--- src/design/n2w_pkg.sv ---
// Shared types, constants and the microcode program of the number-to-word core.
// Depends on nothing; imported by n2w_dabble, the core and the testbench.
package n2w_pkg;

    localparam int NUM_BITS   = 64;
    localparam int NUM_DIGITS = 21;               // 20 digits plus a zero pad digit
    localparam int BCD_W      = 4 * NUM_DIGITS;
    localparam int GRP_W      = 12;               // three digits
    localparam int UPPER_LO   = 4 * 9;            // lowest bit of the billions count
    localparam int KEY_W      = 30;
    localparam int PC_W       = 6;

    localparam logic [KEY_W-1:0] KEY_HUNDRED  = KEY_W'(100);
    localparam logic [KEY_W-1:0] KEY_THOUSAND = KEY_W'(1000);
    localparam logic [KEY_W-1:0] KEY_MILLION  = KEY_W'(1000000);
    localparam logic [KEY_W-1:0] KEY_BILLION  = KEY_W'(1000000000);

    typedef enum logic [3:0] {
        OP_CONV,
        OP_ZERO,
        OP_HUND,
        OP_H100,
        OP_TENS,
        OP_UNITS,
        OP_MAG,
        OP_BMARK,
        OP_END
    } t_op;

    typedef enum logic [1:0] {
        C_NONE,
        C_ALL_ZERO,
        C_GROUP_ZERO
    } t_cond;

    typedef enum logic [1:0] {
        MAG_THOU,
        MAG_MILL,
        MAG_BILL
    } t_mag;

    typedef struct packed {
        t_op             op;
        t_cond           cond;
        logic [PC_W-1:0] target;
        logic            shift;
        t_mag            mag;
    } t_cw;

    typedef struct packed {
        logic load;
        logic step;
        logic shift;
    } t_dab_ctl;

    // Program labels
    localparam logic [PC_W-1:0] PC_CONV     = PC_W'(0);
    localparam logic [PC_W-1:0] PC_ZERO     = PC_W'(1);
    localparam logic [PC_W-1:0] PC_G6       = PC_W'(2);
    localparam logic [PC_W-1:0] PC_G6_MAG   = PC_W'(6);
    localparam logic [PC_W-1:0] PC_G5       = PC_W'(7);
    localparam logic [PC_W-1:0] PC_G5_MAG   = PC_W'(11);
    localparam logic [PC_W-1:0] PC_G4       = PC_W'(12);
    localparam logic [PC_W-1:0] PC_G4_MAG   = PC_W'(16);
    localparam logic [PC_W-1:0] PC_G3       = PC_W'(17);
    localparam logic [PC_W-1:0] PC_G3_UNITS = PC_W'(20);
    localparam logic [PC_W-1:0] PC_BMARK    = PC_W'(21);
    localparam logic [PC_W-1:0] PC_G2       = PC_W'(22);
    localparam logic [PC_W-1:0] PC_G2_MAG   = PC_W'(26);
    localparam logic [PC_W-1:0] PC_G1       = PC_W'(27);
    localparam logic [PC_W-1:0] PC_G1_MAG   = PC_W'(31);
    localparam logic [PC_W-1:0] PC_G0       = PC_W'(32);
    localparam logic [PC_W-1:0] PC_G0_UNITS = PC_W'(35);
    localparam logic [PC_W-1:0] PC_END      = PC_W'(36);

    function automatic t_cw cw_make(input t_op op, input t_cond cond,
                                    input logic [PC_W-1:0] target,
                                    input logic shift, input t_mag mag);
        t_cw cw;
        cw.op     = op;
        cw.cond   = cond;
        cw.target = target;
        cw.shift  = shift;
        cw.mag    = mag;
        return cw;
    endfunction

    function automatic logic [KEY_W-1:0] mag_key(input t_mag mag);
        logic [KEY_W-1:0] key;
        unique case (mag)
            MAG_THOU: key = KEY_THOUSAND;
            MAG_MILL: key = KEY_MILLION;
            MAG_BILL: key = KEY_BILLION;
            default:  key = KEY_THOUSAND;
        endcase
        return key;
    endfunction

    // Control store. Each group of three digits sits at the top of the digit
    // window; its last step shifts the next group in, but for the last group.
    // A zero group jumps to its last step, which then says nothing.
    function automatic t_cw n2w_ucode(input logic [PC_W-1:0] pc);
        t_cw cw;
        unique case (pc)
            PC_CONV:       cw = cw_make(OP_CONV,  C_NONE,       PC_CONV,     1'b0, MAG_THOU);
            PC_ZERO:       cw = cw_make(OP_ZERO,  C_ALL_ZERO,   PC_END,      1'b0, MAG_THOU);
            PC_G6:         cw = cw_make(OP_HUND,  C_GROUP_ZERO, PC_G6_MAG,   1'b0, MAG_THOU);
            PC_G6 + 6'd1:  cw = cw_make(OP_H100,  C_NONE,       PC_CONV,     1'b0, MAG_THOU);
            PC_G6 + 6'd2:  cw = cw_make(OP_TENS,  C_NONE,       PC_CONV,     1'b0, MAG_THOU);
            PC_G6 + 6'd3:  cw = cw_make(OP_UNITS, C_NONE,       PC_CONV,     1'b0, MAG_THOU);
            PC_G6_MAG:     cw = cw_make(OP_MAG,   C_NONE,       PC_CONV,     1'b1, MAG_BILL);
            PC_G5:         cw = cw_make(OP_HUND,  C_GROUP_ZERO, PC_G5_MAG,   1'b0, MAG_THOU);
            PC_G5 + 6'd1:  cw = cw_make(OP_H100,  C_NONE,       PC_CONV,     1'b0, MAG_THOU);
            PC_G5 + 6'd2:  cw = cw_make(OP_TENS,  C_NONE,       PC_CONV,     1'b0, MAG_THOU);
            PC_G5 + 6'd3:  cw = cw_make(OP_UNITS, C_NONE,       PC_CONV,     1'b0, MAG_THOU);
            PC_G5_MAG:     cw = cw_make(OP_MAG,   C_NONE,       PC_CONV,     1'b1, MAG_MILL);
            PC_G4:         cw = cw_make(OP_HUND,  C_GROUP_ZERO, PC_G4_MAG,   1'b0, MAG_THOU);
            PC_G4 + 6'd1:  cw = cw_make(OP_H100,  C_NONE,       PC_CONV,     1'b0, MAG_THOU);
            PC_G4 + 6'd2:  cw = cw_make(OP_TENS,  C_NONE,       PC_CONV,     1'b0, MAG_THOU);
            PC_G4 + 6'd3:  cw = cw_make(OP_UNITS, C_NONE,       PC_CONV,     1'b0, MAG_THOU);
            PC_G4_MAG:     cw = cw_make(OP_MAG,   C_NONE,       PC_CONV,     1'b1, MAG_THOU);
            PC_G3:         cw = cw_make(OP_HUND,  C_GROUP_ZERO, PC_G3_UNITS, 1'b0, MAG_THOU);
            PC_G3 + 6'd1:  cw = cw_make(OP_H100,  C_NONE,       PC_CONV,     1'b0, MAG_THOU);
            PC_G3 + 6'd2:  cw = cw_make(OP_TENS,  C_NONE,       PC_CONV,     1'b0, MAG_THOU);
            PC_G3_UNITS:   cw = cw_make(OP_UNITS, C_NONE,       PC_CONV,     1'b1, MAG_THOU);
            PC_BMARK:      cw = cw_make(OP_BMARK, C_NONE,       PC_CONV,     1'b0, MAG_BILL);
            PC_G2:         cw = cw_make(OP_HUND,  C_GROUP_ZERO, PC_G2_MAG,   1'b0, MAG_THOU);
            PC_G2 + 6'd1:  cw = cw_make(OP_H100,  C_NONE,       PC_CONV,     1'b0, MAG_THOU);
            PC_G2 + 6'd2:  cw = cw_make(OP_TENS,  C_NONE,       PC_CONV,     1'b0, MAG_THOU);
            PC_G2 + 6'd3:  cw = cw_make(OP_UNITS, C_NONE,       PC_CONV,     1'b0, MAG_THOU);
            PC_G2_MAG:     cw = cw_make(OP_MAG,   C_NONE,       PC_CONV,     1'b1, MAG_MILL);
            PC_G1:         cw = cw_make(OP_HUND,  C_GROUP_ZERO, PC_G1_MAG,   1'b0, MAG_THOU);
            PC_G1 + 6'd1:  cw = cw_make(OP_H100,  C_NONE,       PC_CONV,     1'b0, MAG_THOU);
            PC_G1 + 6'd2:  cw = cw_make(OP_TENS,  C_NONE,       PC_CONV,     1'b0, MAG_THOU);
            PC_G1 + 6'd3:  cw = cw_make(OP_UNITS, C_NONE,       PC_CONV,     1'b0, MAG_THOU);
            PC_G1_MAG:     cw = cw_make(OP_MAG,   C_NONE,       PC_CONV,     1'b1, MAG_THOU);
            PC_G0:         cw = cw_make(OP_HUND,  C_GROUP_ZERO, PC_G0_UNITS, 1'b0, MAG_THOU);
            PC_G0 + 6'd1:  cw = cw_make(OP_H100,  C_NONE,       PC_CONV,     1'b0, MAG_THOU);
            PC_G0 + 6'd2:  cw = cw_make(OP_TENS,  C_NONE,       PC_CONV,     1'b0, MAG_THOU);
            PC_G0_UNITS:   cw = cw_make(OP_UNITS, C_NONE,       PC_CONV,     1'b0, MAG_THOU);
            default:       cw = cw_make(OP_END,   C_NONE,       PC_CONV,     1'b0, MAG_THOU);
        endcase
        return cw;
    endfunction

endpackage

--- src/design/n2w_dabble.sv ---
// Binary to BCD digit register: shift-add-3 conversion, two bits per cycle,
// and a three-digit window shift for the word sequencer. Depends on n2w_pkg.
module n2w_dabble (
    input  logic                          i_clk,
    input  logic                          i_rst_n,
    input  n2w_pkg::t_dab_ctl             i_ctl,
    input  logic [n2w_pkg::NUM_BITS-1:0]  i_number_value,
    output logic [n2w_pkg::BCD_W-1:0]     o_bcd,
    output logic                          o_done
);
    import n2w_pkg::*;

    localparam int STEPS = NUM_BITS / 2;
    localparam int CNT_W = $clog2(STEPS);

    logic [NUM_BITS-1:0] r_bin, n_bin;
    logic [BCD_W-1:0]    r_bcd, n_bcd;
    logic [CNT_W-1:0]    r_cnt, n_cnt;

    // Correct every digit that would overflow, then shift one binary bit in.
    function automatic logic [BCD_W-1:0] dab_bit(input logic [BCD_W-1:0] b,
                                                 input logic din);
        logic [BCD_W-1:0] a;
        a = b;
        for (int d = 0; d < NUM_DIGITS; d++) begin
            if (a[4*d +: 4] >= 4'd5) begin
                a[4*d +: 4] = a[4*d +: 4] + 4'd3;
            end
        end
        return {a[BCD_W-2:0], din};
    endfunction

    always_comb begin
        n_bin = r_bin;
        n_bcd = r_bcd;
        n_cnt = r_cnt;
        if (i_ctl.load) begin
            n_bin = i_number_value;
            n_bcd = '0;
            n_cnt = '0;
        end else if (i_ctl.step) begin
            n_bcd = dab_bit(dab_bit(r_bcd, r_bin[NUM_BITS-1]), r_bin[NUM_BITS-2]);
            n_bin = {r_bin[NUM_BITS-3:0], 2'b00};
            n_cnt = r_cnt + 1'b1;
        end else if (i_ctl.shift) begin
            n_bcd = {r_bcd[BCD_W-GRP_W-1:0], {GRP_W{1'b0}}};
        end
    end

    always_ff @(posedge i_clk) begin
        if (!i_rst_n) begin
            r_cnt <= '0;
        end else begin
            r_cnt <= n_cnt;
        end
    end

    always_ff @(posedge i_clk) begin
        r_bin <= n_bin;
        r_bcd <= n_bcd;
    end

    assign o_bcd  = r_bcd;
    assign o_done = (r_cnt == CNT_W'(STEPS - 1));

endmodule

--- src/design/number_to_word_tokens_core.sv ---
// Number-to-word-key core: spells an unsigned 64-bit number as short-scale
// English dictionary keys. Depends on n2w_pkg and n2w_dabble.
//
//   channel   | handshake            | payload
//   ----------+----------------------+------------------------------
//   number in | start / busy         | i_number_value[63:0]
//   words out | o_word_valid strobe  | o_word_key[29:0], o_last_word
//
// Cycles: a number is taken when start is high and busy is low. The digit
// register converts it two bits per cycle, then the control store runs one
// step per cycle: at most 35 steps plus the end step. Zero groups jump over
// their steps. Each word is on the outputs for one cycle; the last word of a
// number appears in the same cycle that busy falls. Reset is synchronous,
// active low, and leaves the core idle. The receiver cannot stall; no stall
// exists.
module number_to_word_tokens_core (
    input  logic                          i_clk,
    input  logic                          i_rst_n,
    input  logic                          start,
    output logic                          busy,
    input  logic [n2w_pkg::NUM_BITS-1:0]  i_number_value,
    output logic                          o_word_valid,
    output logic [n2w_pkg::KEY_W-1:0]     o_word_key,
    output logic                          o_last_word
);
    import n2w_pkg::*;

    // Sequencer state
    logic             r_busy,       n_busy;
    logic [PC_W-1:0]  r_pc,         n_pc;
    logic             r_upper_nz,   n_upper_nz;
    // One-word hold stage: a word goes out only once the next one (or the
    // end of the program) is known, so the last one can be marked.
    logic             r_pend_valid, n_pend_valid;
    logic [KEY_W-1:0] r_pend_key,   n_pend_key;
    // Output register
    logic             r_out_valid,  n_out_valid;
    logic [KEY_W-1:0] r_out_key,    n_out_key;
    logic             r_out_last,   n_out_last;

    t_cw              cw;
    t_dab_ctl         dab_ctl;
    logic [BCD_W-1:0] bcd;
    logic             dab_done;

    logic [3:0]       dig_h, dig_t, dig_u;
    logic [6:0]       tens10, rem;
    logic             grp_nz, all_nz, upper_nz, single;
    logic             emit, jump;
    logic [KEY_W-1:0] key;

    n2w_dabble u_dabble (
        .i_clk          (i_clk),
        .i_rst_n        (i_rst_n),
        .i_ctl          (dab_ctl),
        .i_number_value (i_number_value),
        .o_bcd          (bcd),
        .o_done         (dab_done)
    );

    // Fetch the control word for the current step.
    assign cw = n2w_ucode(r_pc);

    // The group being spoken always sits in the top three digits.
    assign dig_h    = bcd[BCD_W-1 -: 4];
    assign dig_t    = bcd[BCD_W-5 -: 4];
    assign dig_u    = bcd[BCD_W-9 -: 4];
    assign tens10   = {dig_t, 3'b000} + {2'b00, dig_t, 1'b0};
    assign rem      = tens10 + {3'b000, dig_u};
    assign grp_nz   = |bcd[BCD_W-1 -: GRP_W];
    assign all_nz   = |bcd;
    assign upper_nz = |bcd[BCD_W-1:UPPER_LO];
    // Remainder spoken as one key: up to twenty, or a whole ten.
    assign single   = (dig_t < 4'd2) || (dig_u == 4'd0);

    always_comb begin
        n_busy       = r_busy;
        n_pc         = r_pc;
        n_upper_nz   = r_upper_nz;
        n_pend_valid = r_pend_valid;
        n_pend_key   = r_pend_key;
        n_out_valid  = 1'b0;
        n_out_key    = r_out_key;
        n_out_last   = r_out_last;
        dab_ctl      = '0;
        emit         = 1'b0;
        key          = '0;
        jump         = 1'b0;

        if (!r_busy) begin
            // Take a new number and start the conversion.
            if (start) begin
                dab_ctl.load = 1'b1;
                n_busy       = 1'b1;
                n_pc         = PC_CONV;
            end
        end else begin
            unique case (cw.op)
                OP_CONV: begin
                    dab_ctl.step = 1'b1;
                end
                OP_ZERO: begin
                    // Zero says just "zero"; latch whether billions exist.
                    emit       = !all_nz;
                    key        = '0;
                    n_upper_nz = upper_nz;
                end
                OP_HUND: begin
                    emit = (dig_h != 4'd0);
                    key  = KEY_W'(dig_h);
                end
                OP_H100: begin
                    emit = (dig_h != 4'd0);
                    key  = KEY_HUNDRED;
                end
                OP_TENS: begin
                    if (single) begin
                        emit = (rem != 7'd0);
                        key  = KEY_W'(rem);
                    end else begin
                        emit = 1'b1;
                        key  = KEY_W'(tens10);
                    end
                end
                OP_UNITS: begin
                    emit = !single;
                    key  = KEY_W'(dig_u);
                end
                OP_MAG: begin
                    emit = grp_nz;
                    key  = mag_key(cw.mag);
                end
                OP_BMARK: begin
                    emit = r_upper_nz;
                    key  = KEY_BILLION;
                end
                OP_END: begin
                    // Flush the held word as the last one and go idle.
                    n_out_valid  = 1'b1;
                    n_out_key    = r_pend_key;
                    n_out_last   = 1'b1;
                    n_pend_valid = 1'b0;
                    n_busy       = 1'b0;
                end
                default: begin
                end
            endcase

            jump = ((cw.cond == C_ALL_ZERO) && !all_nz) ||
                   ((cw.cond == C_GROUP_ZERO) && !grp_nz);
            dab_ctl.shift = cw.shift;

            // Advance the step counter.
            if (cw.op == OP_END) begin
                n_pc = PC_CONV;
            end else if (cw.op == OP_CONV) begin
                n_pc = dab_done ? r_pc + 1'b1 : r_pc;
            end else if (jump) begin
                n_pc = cw.target;
            end else begin
                n_pc = r_pc + 1'b1;
            end

            // Push the held word out and hold the new one.
            if (emit) begin
                if (r_pend_valid) begin
                    n_out_valid = 1'b1;
                    n_out_key   = r_pend_key;
                    n_out_last  = 1'b0;
                end
                n_pend_valid = 1'b1;
                n_pend_key   = key;
            end
        end
    end

    always_ff @(posedge i_clk) begin
        if (!i_rst_n) begin
            r_busy       <= 1'b0;
            r_pc         <= PC_CONV;
            r_upper_nz   <= 1'b0;
            r_pend_valid <= 1'b0;
            r_out_valid  <= 1'b0;
        end else begin
            r_busy       <= n_busy;
            r_pc         <= n_pc;
            r_upper_nz   <= n_upper_nz;
            r_pend_valid <= n_pend_valid;
            r_out_valid  <= n_out_valid;
        end
    end

    always_ff @(posedge i_clk) begin
        r_pend_key <= n_pend_key;
        r_out_key  <= n_out_key;
        r_out_last <= n_out_last;
    end

    assign busy         = r_busy;
    assign o_word_valid = r_out_valid;
    assign o_word_key   = r_out_key;
    assign o_last_word  = r_out_last;

endmodule

--- config.mk ---
export PLATFORM = sky130hd
export DESIGN_NAME = number_to_word_tokens_core
export DESIGN_NICKNAME = d
export VERILOG_FILES = /design/src/design/n2w_pkg.sv /design/src/design/n2w_dabble.sv /design/src/design/number_to_word_tokens_core.sv
export SDC_FILE = /design/constraint.sdc
export NUM_CORES = 1
export LEC_CHECK = 0
export ABC_CLOCK_PERIOD_IN_PS = 5750
export BUFFER_PORTS_ARGS = -buffer_cell sky130_fd_sc_hd__buf_2
export CORE_MARGIN = 10
export CORE_UTILIZATION = 56
export DETAILED_ROUTE_END_ITERATION = 10
export GPL_TIMING_DRIVEN = 1
export MAX_ROUTING_LAYER = met4
export PLACE_DENSITY = 0.85
export SLEW_MARGIN = 10
export SYNTH_ARGS = -nofsm -noshare
export SYNTH_HDL_FRONTEND = slang
export SYNTH_SLANG_ARGS = --single-unit
--- constraint.sdc ---
create_clock -name i_clk -period 5.75 [get_ports i_clk]
set_input_delay 0 -clock i_clk [delete_from_list [all_inputs] [get_ports i_clk]]
set_output_delay 0 -clock i_clk [all_outputs]
set_load 0.005 [all_outputs]
==> results by group, run 1 <==
Clock network
  – Clock latency on the worst-skew pair: 520 ps
  – Maximum buffer depth of the clock tree: 3
  – Resize count post-CTS: 0
  – Number of buffers added to fix hold violations after cts: 66
  – Post-CTS Setup Bufs: 0
  – Sink Count: 221
  – Inserted Clock Buffers: 25
  – Clock transition at the registers of the reported paths: roughly 60 ps
  – CTS tree: built
  – H-tree Lvls: 1
  – Root Buffer: sky130_fd_sc_hd__clkbuf_16

Floorplan
  – Core Footprint: approximately 26000 µm²
  – Chip Height: 181 µm
  – Die X: between 150 and 200 µm
  – Starting utilization of the core area: ~56%
  – Core Rows: around 60
  – Top-Level Pins: 100
  – Full die area: between 30000 and 40000 µm²

Global route
  – Total routing usage reported by global routing: around 22%
  – Initial antenna violation count: 0
  – Met3 GRT Util: under 10%
  – Maximum number of pins on one net before global-route repair: just under 100
  – First-pass GRT wire length: 60.7 mm
  – Met2 Track Usage GR: 37.6%
  – Met1 usage: 26.6%
  – Via count of the first global-routing pass: approximately 12000
  – Global route overflow: 0
  – Busiest metal layer after global routing: met2

STA
  – Timing-limited maximum frequency: ~0.25 GHz
  – Worst-case clock skew: 19.9 ps
  – Actual transition at the worst max-transition pin: slightly above 1000 ps
  – RSZ-0062 raised after global routing: no
  – Minimum clock period after layout: 4050 ps
  – Sum Neg Setup Slack: 0 ps
  – Endpoints failing setup: 0
  – Max-slew headroom: between 30% and 40%
  – Share of the clock period used by the worst path after layout: a little over two thirds
  – Worst Hold Margin: about 290 ps
  – Number of hold violations in the final report: 0
  – Max-slew violation total from the final report: 0

Synthesis
  – Area share of the largest cell type after synthesis: between 20 and 25%
  – Leading post-synthesis cells by cell area: sky130_fd_sc_hd__edfxtp_1 (22%), sky130_fd_sc_hd__dfxtp_1 (16%), sky130_fd_sc_hd__ha_1 (11%)
  – Number of enable-type register cells in the synthesized netlist: about 110
  – Syn. warnings: 0
  – Predominant post-synthesis flop cell: sky130_fd_sc_hd__dfxtp_1
  – Post-Syn Nets: ~1800
  – Mapped cell area: 14600 µm²
  – Post-synth cell types: 80
  – Async SR Flop Fraction: 0%
  – Share of synthesized area occupied by flip-flops and latches: 37.7%
  – Post-synthesis cell type with the largest combined area: sky130_fd_sc_hd__edfxtp_1
  – Mean instance size in the synthesized netlist: 8.93 µm²
  – Register bit count reported by yosys: roughly 220
  – Gate count of the mapped netlist: approximately 1600

Place
  – Dpl cells: between 2000 and 2500
  – Count of port buffers added during placement: between 90 and 100
  – Final HPWL from detailed placement: ~24 mm
  – Final RePlAce weighted congestion: around 0.91

Setup path
  – Reg2Reg Launch Point: u_dabble.o_bcd[80]
  – Worst setup path class: flip-flop to flip-flop
  – CP Capture Type: flip-flop
  – Length in cells of the worst reg-to-reg path: 14
  – Worst path required time: between 6000 and 7000 ps
  – End of the worst register-to-register path: cw[11]
  – Start point of the critical path: u_dabble.o_bcd[80]
  – CP startpoint kind: flip-flop
  – Arrival time reported for the critical path endpoint: between 4000 and 5000 ps
  – Worst setup slack for register-to-register paths: about 1700 ps
  – Worst Path Max Fanout: 9

Detailed routing
  – Via total after detailed routing: about 12000
  – Avg WL per Cell: approximately 17 µm
  – Via density per instance: slightly below 6
  – Post-detailed-route DRC marker count: 0
  – Routed wire length: 36.8 mm
  – 1st-pass router iterations: 5
  – Count of antenna-violating nets left after detailed routing: 0
  – Count of routing violations after the opening detailed-route iteration: 1234

Layout
  – Layout Nets: roughly 2000
  – Final core utilization: 65.2%
  – Synth-to-layout area growth: 15.5%
  – Inserted Diodes: 0
  – Cell Count, Final, Fillers Out: about 2100
  – Share of layout cells above drive strength 1: approximately an eighth

Power
  – PD cells: 328 nW/µm²
  – Post-route total power: 0.00553 W
  – Static leakage power: roughly 7.1 nW
  – Peak ir drop on the vdd network: roughly 340 µV

Hold path
  – Path type of the worst min-delay path: primary input to flip-flop
  – Worst hold endpoint: u_dabble.r_bin[25]
  – HP Start: i_number_value[25]
  – Hold path cells: 4

Run status
  – Run status: completed

Run
  – Max_cap viols: 0
[worst max-delay path, cell delays in order (launching register included)]
cell,delay (ps)
sky130_fd_sc_hd__dfxtp_1,330
sky130_fd_sc_hd__inv_1,140
sky130_fd_sc_hd__ha_1,160
sky130_fd_sc_hd__nor3b_1,290
sky130_fd_sc_hd__nand4_2,260
sky130_fd_sc_hd__nor4_4,500
sky130_fd_sc_hd__a21oi_2,190
sky130_fd_sc_hd__and3_1,230
sky130_fd_sc_hd__a211oi_2,450
sky130_fd_sc_hd__nor2_1,190
sky130_fd_sc_hd__ha_1,310
sky130_fd_sc_hd__or2_2,310
sky130_fd_sc_hd__a22oi_1,170
sky130_fd_sc_hd__o22ai_1,100
sky130_fd_sc_hd__a32o_1,280
[state kept, by name, indices dropped and copies added (netlist names)]
name	flops
busy	1
cw	15
o_last_word	1
o_word_key	30
o_word_valid	1
r_pc	6
r_pend_key	12
r_pend_valid	1
r_upper_nz	1
u_dabble.o_bcd	84
u_dabble.r_bin	64
u_dabble.r_cnt	5
[per-layer routing]
layer	wire length, µm	up-vias
met5	0	-
met4	896	0
met3	2060	86
met2	18200	377
met1	15600	5947
li1	-	6042
[power breakdown]
| group | total, W | internal [W] | switching (W) |
|---|---|---|---|
| Sequential | 0.00204 | 0.00184 | 0.000198 |
| Combinational | 0.00180 | 0.000779 | 0.00102 |
| Clock | 0.00168 | 0.00103 | 0.000646 |
| Total | 0.00553 | 0.00366 | 0.00187 |
[final cells by class]
cell class | count | area [µm²]
flip-flops and latches | 221 | 5500
clock buffers | 31 | 658
repair buffers | 177 | 1250
inverters | 102 | 383
fillers | 1945 | 8990
clock inverters | 14 | 196
multi-input cells | 1240 | 8450
well taps | 335 | 419
[how the worst max path moves through the flow]
| stage | slack (ps) | to | depth (start not counted) |
|---|---|---|---|
| after floorplan | 1910 | cw[11] | 12 |
| after global placement | 1870 | cw[11] | 14 |
| after detailed placement | 1770 | cw[11] | 14 |
| after CTS | 1760 | cw[11] | 14 |
| after global routing | 1410 | cw[11] | 14 |
| final | 1700 | cw[11] | 14 |
[cell usage after synthesis, types with 3 or more instances]
| cell | n |
|---|---|
| sky130_fd_sc_hd__a2111oi_0 | 16 |
| sky130_fd_sc_hd__a211oi_1 | 77 |
| sky130_fd_sc_hd__a21boi_0 | 23 |
| sky130_fd_sc_hd__a21o_1 | 16 |
| sky130_fd_sc_hd__a21oi_1 | 131 |
| sky130_fd_sc_hd__a22oi_1 | 14 |
| sky130_fd_sc_hd__a31oi_1 | 10 |
| sky130_fd_sc_hd__a32o_1 | 5 |
| sky130_fd_sc_hd__and2_1 | 13 |
| sky130_fd_sc_hd__and3_1 | 6 |
| sky130_fd_sc_hd__buf_1 | 6 |
| sky130_fd_sc_hd__buf_2 | 7 |
| sky130_fd_sc_hd__clkbuf_1 | 55 |
| sky130_fd_sc_hd__dfxtp_1 | 114 |
| sky130_fd_sc_hd__edfxtp_1 | 107 |
| sky130_fd_sc_hd__ha_1 | 123 |
| sky130_fd_sc_hd__inv_1 | 101 |
| sky130_fd_sc_hd__mux2_2 | 35 |
| sky130_fd_sc_hd__mux2i_1 | 53 |
| sky130_fd_sc_hd__nand2_1 | 237 |
| sky130_fd_sc_hd__nand2b_1 | 43 |
| sky130_fd_sc_hd__nand3_1 | 10 |
| sky130_fd_sc_hd__nand3b_1 | 4 |
| sky130_fd_sc_hd__nand4_1 | 5 |
| sky130_fd_sc_hd__nor2_1 | 154 |
| sky130_fd_sc_hd__nor2b_1 | 21 |
| sky130_fd_sc_hd__nor3_1 | 12 |
| sky130_fd_sc_hd__nor3_2 | 4 |
| sky130_fd_sc_hd__nor3b_1 | 44 |
| sky130_fd_sc_hd__nor4_1 | 10 |
| sky130_fd_sc_hd__nor4_4 | 3 |
| sky130_fd_sc_hd__nor4b_2 | 3 |
| sky130_fd_sc_hd__o21a_1 | 3 |
| sky130_fd_sc_hd__o21ai_0 | 32 |
| sky130_fd_sc_hd__o21ai_1 | 6 |
| sky130_fd_sc_hd__o221ai_1 | 11 |
| sky130_fd_sc_hd__o22ai_1 | 4 |
| sky130_fd_sc_hd__or2_2 | 3 |
| sky130_fd_sc_hd__or3_1 | 15 |
| sky130_fd_sc_hd__xnor2_1 | 46 |
| sky130_fd_sc_hd__xor2_1 | 5 |
[cell usage in the layout, fill, tap and decap left out, types with 53 or more instances in the layout]
cell type | synthesis | layout
sky130_fd_sc_hd__inv_1 | 101 | 101
sky130_fd_sc_hd__nand2_1 | 237 | 235
sky130_fd_sc_hd__mux2i_1 | 53 | 53
sky130_fd_sc_hd__dfxtp_1 | 114 | 113
sky130_fd_sc_hd__a211oi_1 | 77 | 77
sky130_fd_sc_hd__edfxtp_1 | 107 | 107
sky130_fd_sc_hd__buf_2 | 7 | 99
sky130_fd_sc_hd__ha_1 | 123 | 123
sky130_fd_sc_hd__nor2_1 | 154 | 154
sky130_fd_sc_hd__dlygate4sd3_1 | 0 | 66
sky130_fd_sc_hd__a21oi_1 | 131 | 130
[per-stage QoR]
step	setup WS (ps)	cell area (µm²)
2_1_floorplan	1910	14600
3_3_place_gp	1870	15300
3_5_place_dp	1770	15300
4_1_cts	1760	16800
5_1_grt	1410	16800
6_report	1700	16800
[cell families (layout without fill, tap and decap cells)]
logic type                 count (synthesis)  in the layout  synth area share, %
muxes                                     90             90                 6.51
DFF                                      221            221                 37.7
adders and majority gates                125            125                 10.8
and+or+nand+nor                          603            603                 20.4
AOI/OAI and AO/OA                        371            371                 16.9
xor gates and xnor gates                  51             51                 3.06
buffers and inverters                    172            324                 4.59
No activity file was read; power rests on OpenSTA's default activity.
==> run 2, diff against run 1 <==
- ABC_CLOCK_PERIOD_IN_PS: 5750 -> 4140
- clock period: 5.75 -> 4.14 ns (I/O delays scaled with it)
==> run 2 against run 1 <==
Effect of this change: wire length increased by 3.6%; largest cell class unchanged; critical endpoint unchanged; critical path type unchanged; sequential power up 39%; non-clock buffer count grew 9; global-route usage increased by 0.81 points; combinational power is 44% higher; clock power up 36%; flip-flop and latch count is the same; register-to-register slack lost 1500 ps; design area grew 0.53%; hold slack got worse by 12 ps; via count rose by 2.2%; final cell count up 0.47%.
==> results by group, run 2 (synthesis results as in run 1) <==
Run status
  – Run status: completed

Clock network
  – Maximum buffer depth of the clock tree: 3
  – Root Buffer: sky130_fd_sc_hd__clkbuf_16
  – Sink Count: about 220
  – H-tree Lvls: 1
  – CTS tree: built
  – Resize count post-CTS: 0
  – Inserted Clock Buffers: 24
  – Post-CTS Setup Bufs: 0
  – Clock transition at the registers of the reported paths: 70 ps
  – Clock latency on the worst-skew pair: between 500 and 600 ps

Detailed routing
  – Post-detailed-route DRC marker count: 0
  – Via total after detailed routing: between 10000 and 15000
  – Routed wire length: approximately 38 mm
  – Avg WL per Cell: 17.9 µm
  – Via density per instance: between 5 and 6
  – Count of routing violations after the opening detailed-route iteration: approximately 1200
  – 1st-pass router iterations: 5
  – Count of antenna-violating nets left after detailed routing: 0

Setup path
  – Reg2Reg Launch Point: u_dabble.o_bcd[21]
  – CP startpoint kind: flip-flop
  – Worst Path Max Fanout: 7
  – Worst path required time: ~4600 ps
  – Arrival time reported for the critical path endpoint: 4320 ps
  – Length in cells of the worst reg-to-reg path: 15
  – Worst setup slack for register-to-register paths: about 240 ps
  – Worst setup path class: flip-flop to flip-flop
  – CP Capture Type: flip-flop
  – End of the worst register-to-register path: cw[11]

Hold path
  – Worst hold endpoint: u_dabble.r_bin[27]
  – HP Start: i_number_value[27]
  – Path type of the worst min-delay path: primary input to flip-flop
  – Hold path cells: 4

Layout
  – Layout Nets: 1967
  – Most common cell after layout, fill and taps aside: sky130_fd_sc_hd__nand2_1
  – Synth-to-layout area growth: 16.1%
  – Area occupied by multi-input gates: roughly 8400 µm²
  – Cell Count, Final, Fillers Out: ~2100
  – Sequential cell area: between 5000 and 6000 µm²
  – Final core utilization: roughly two thirds
  – Max FFs per register: 84
  – Fillers: 1921
  – Share of layout cells above drive strength 1: around an eighth
  – Most frequent cells in the layout: sky130_fd_sc_hd__nand2_1 (235), sky130_fd_sc_hd__nor2_1 (154), sky130_fd_sc_hd__a21oi_1 (130)

Global route
  – Total routing usage reported by global routing: between 20% and 30%
  – Maximum number of pins on one net before global-route repair: roughly 140
  – Initial antenna violation count: 1
  – First-pass GRT wire length: 62.7 mm
  – Via count of the first global-routing pass: ~13000
  – Global route overflow: 0

Place
  – Dpl cells: about 2000
  – Dpl ws: ~270 ps
  – Final HPWL from detailed placement: ~24 mm
  – Count of port buffers added during placement: 99
  – Final RePlAce weighted congestion: just over 0.9

Floorplan
  – Core Footprint: around 26000 µm²
  – Starting utilization of the core area: a little under three fifths
  – Chip Height: between 150 and 200 µm
  – Core Rows: 59
  – Die X: ~180 µm
  – Full die area: between 30000 and 40000 µm²
  – Top-Level Pins: 100

Power
  – Cell-internal power: between 0.005 and 0.006 W
  – Part of the power in combinational logic: between 30% and 40%
  – Clock network power share: between 20 and 30%
  – Net Sw Frac: between 30% and 40%
  – PD cells: 454 nW/µm²
  – Switching component of the power: 0.00268 W
  – Portion of total power attributed to sequential cells: about 37%
  – Static leakage power: around 7.2 nW
  – Peak ir drop on the vdd network: between 300 and 400 µV

STA
  – Timing-limited maximum frequency: approximately 0.26 GHz
  – Share of the clock period used by the worst path after layout: 94.2%
  – Max-slew headroom: approximately 28%
  – Number of hold violations in the final report: 0
  – Sum Neg Setup Slack: 0 ps
  – Worst setup margin: between 200 and 250 ps
  – Endpoints failing setup: 0
  – Worst-case clock skew: between 10 and 15 ps
  – Minimum clock period after layout: about 3900 ps
  – Actual transition at the worst max-transition pin: roughly 1100 ps
  – Max-slew violation total from the final report: 0
  – RSZ-0062 raised after global routing: no

Run
  – Max_cap viols: 0
## run 2: changes by cell type in the layout (fill, tap and decap cells not counted), sizes merged
| cell | previous run | this run |
|---|---|---|
| buf | 111 | 120 |
| clkinv | 6 | 12 |
| clkbuf | 31 | 26 |
| clkinvlp | 3 | 1 |
| diode | 0 | 2 |
| bufinv | 5 | 4 |
| inv | 102 | 103 |
## run 2: worst max-delay path, stage by stage (launching register included)
cell                       delay [ps]
sky130_fd_sc_hd__dfxtp_1          330
sky130_fd_sc_hd__inv_1            140
sky130_fd_sc_hd__ha_1             160
sky130_fd_sc_hd__nor4bb_1         350
sky130_fd_sc_hd__nand4_1          270
sky130_fd_sc_hd__nor4_4           520
sky130_fd_sc_hd__a21o_1           260
sky130_fd_sc_hd__and3_1           190
sky130_fd_sc_hd__a211oi_2          50
sky130_fd_sc_hd__nor2_1           250
sky130_fd_sc_hd__inv_1            150
sky130_fd_sc_hd__ha_1             280
sky130_fd_sc_hd__or2_2            330
sky130_fd_sc_hd__a22oi_1          180
sky130_fd_sc_hd__o22ai_1          100
sky130_fd_sc_hd__a32o_1           250
## run 2: area by class of cell
class / count / area share (%)
clock inverter: 18 / 1.21
sequential: 221 / 32.5
tap: 335 / 2.47
timing repair buffer: 186 / 7.98
clock buffer: 26 / 3.72
inverter: 102 / 2.26
multi-input combinational: 1240 / 49.9
antenna: 2 / 0.0296
## run 2: worst max path at each step
stage | endpoint | from | depth (start not counted) | slack [ps]
floorplan | cw[11] | busy | 12 | 300
global placement | cw[11] | u_dabble.o_bcd[72] | 15 | 440
detailed placement | cw[11] | u_dabble.o_bcd[72] | 15 | 270
CTS | cw[11] | u_dabble.o_bcd[72] | 15 | 250
global route | cw[11] | u_dabble.o_bcd[73] | 15 | 2
finish | cw[11] | u_dabble.o_bcd[21] | 15 | 240
## run 2: power by group through the flow
| stage | Sequential [W] | Combinational, W | Clock (W) |
|---|---|---|---|
| after global placement | 0.00285 | 0.00230 | 0 |
| after floorplan | 0.00279 | 0.00192 | 0 |
| after global routing | 0.00287 | 0.00289 | 0.00239 |
| after detailed placement | 0.00286 | 0.00244 | 0 |
| final | 0.00283 | 0.00259 | 0.00228 |
| after CTS | 0.00282 | 0.00253 | 0.00229 |
## run 2: per-stage QoR
| step | hold WS [ps] | power (W) | area (µm²) |
|---|---|---|---|
| 6_report | 282 | 0.00770 | 16900 |
| 3_5_place_dp | 261 | 0.00530 | 15400 |
| 4_1_cts | 257 | 0.00764 | 16900 |
| 2_1_floorplan | 174 | 0.00471 | 14600 |
| 5_1_grt | 285 | 0.00814 | 16900 |
| 3_3_place_gp | 257 | 0.00515 | 15400 |
## run 2: timing repair
item | in CTS | in global routing
hold buffers | 66 | 0
hold endpoints to repair | 76 | 0
endpoints found under the setup margin | 0 | 1
## run 2: layer usage
layer | routed length [µm] | track usage [%] | vias to the layer above
li1 | - | - | 6064
met1 | 15100 | 26.3 | 6012
met2 | 18900 | 38.8 | 535
met3 | 2760 | 4.04 | 121
met4 | 1370 | 8.82 | 0
met5 | 0 | - | -
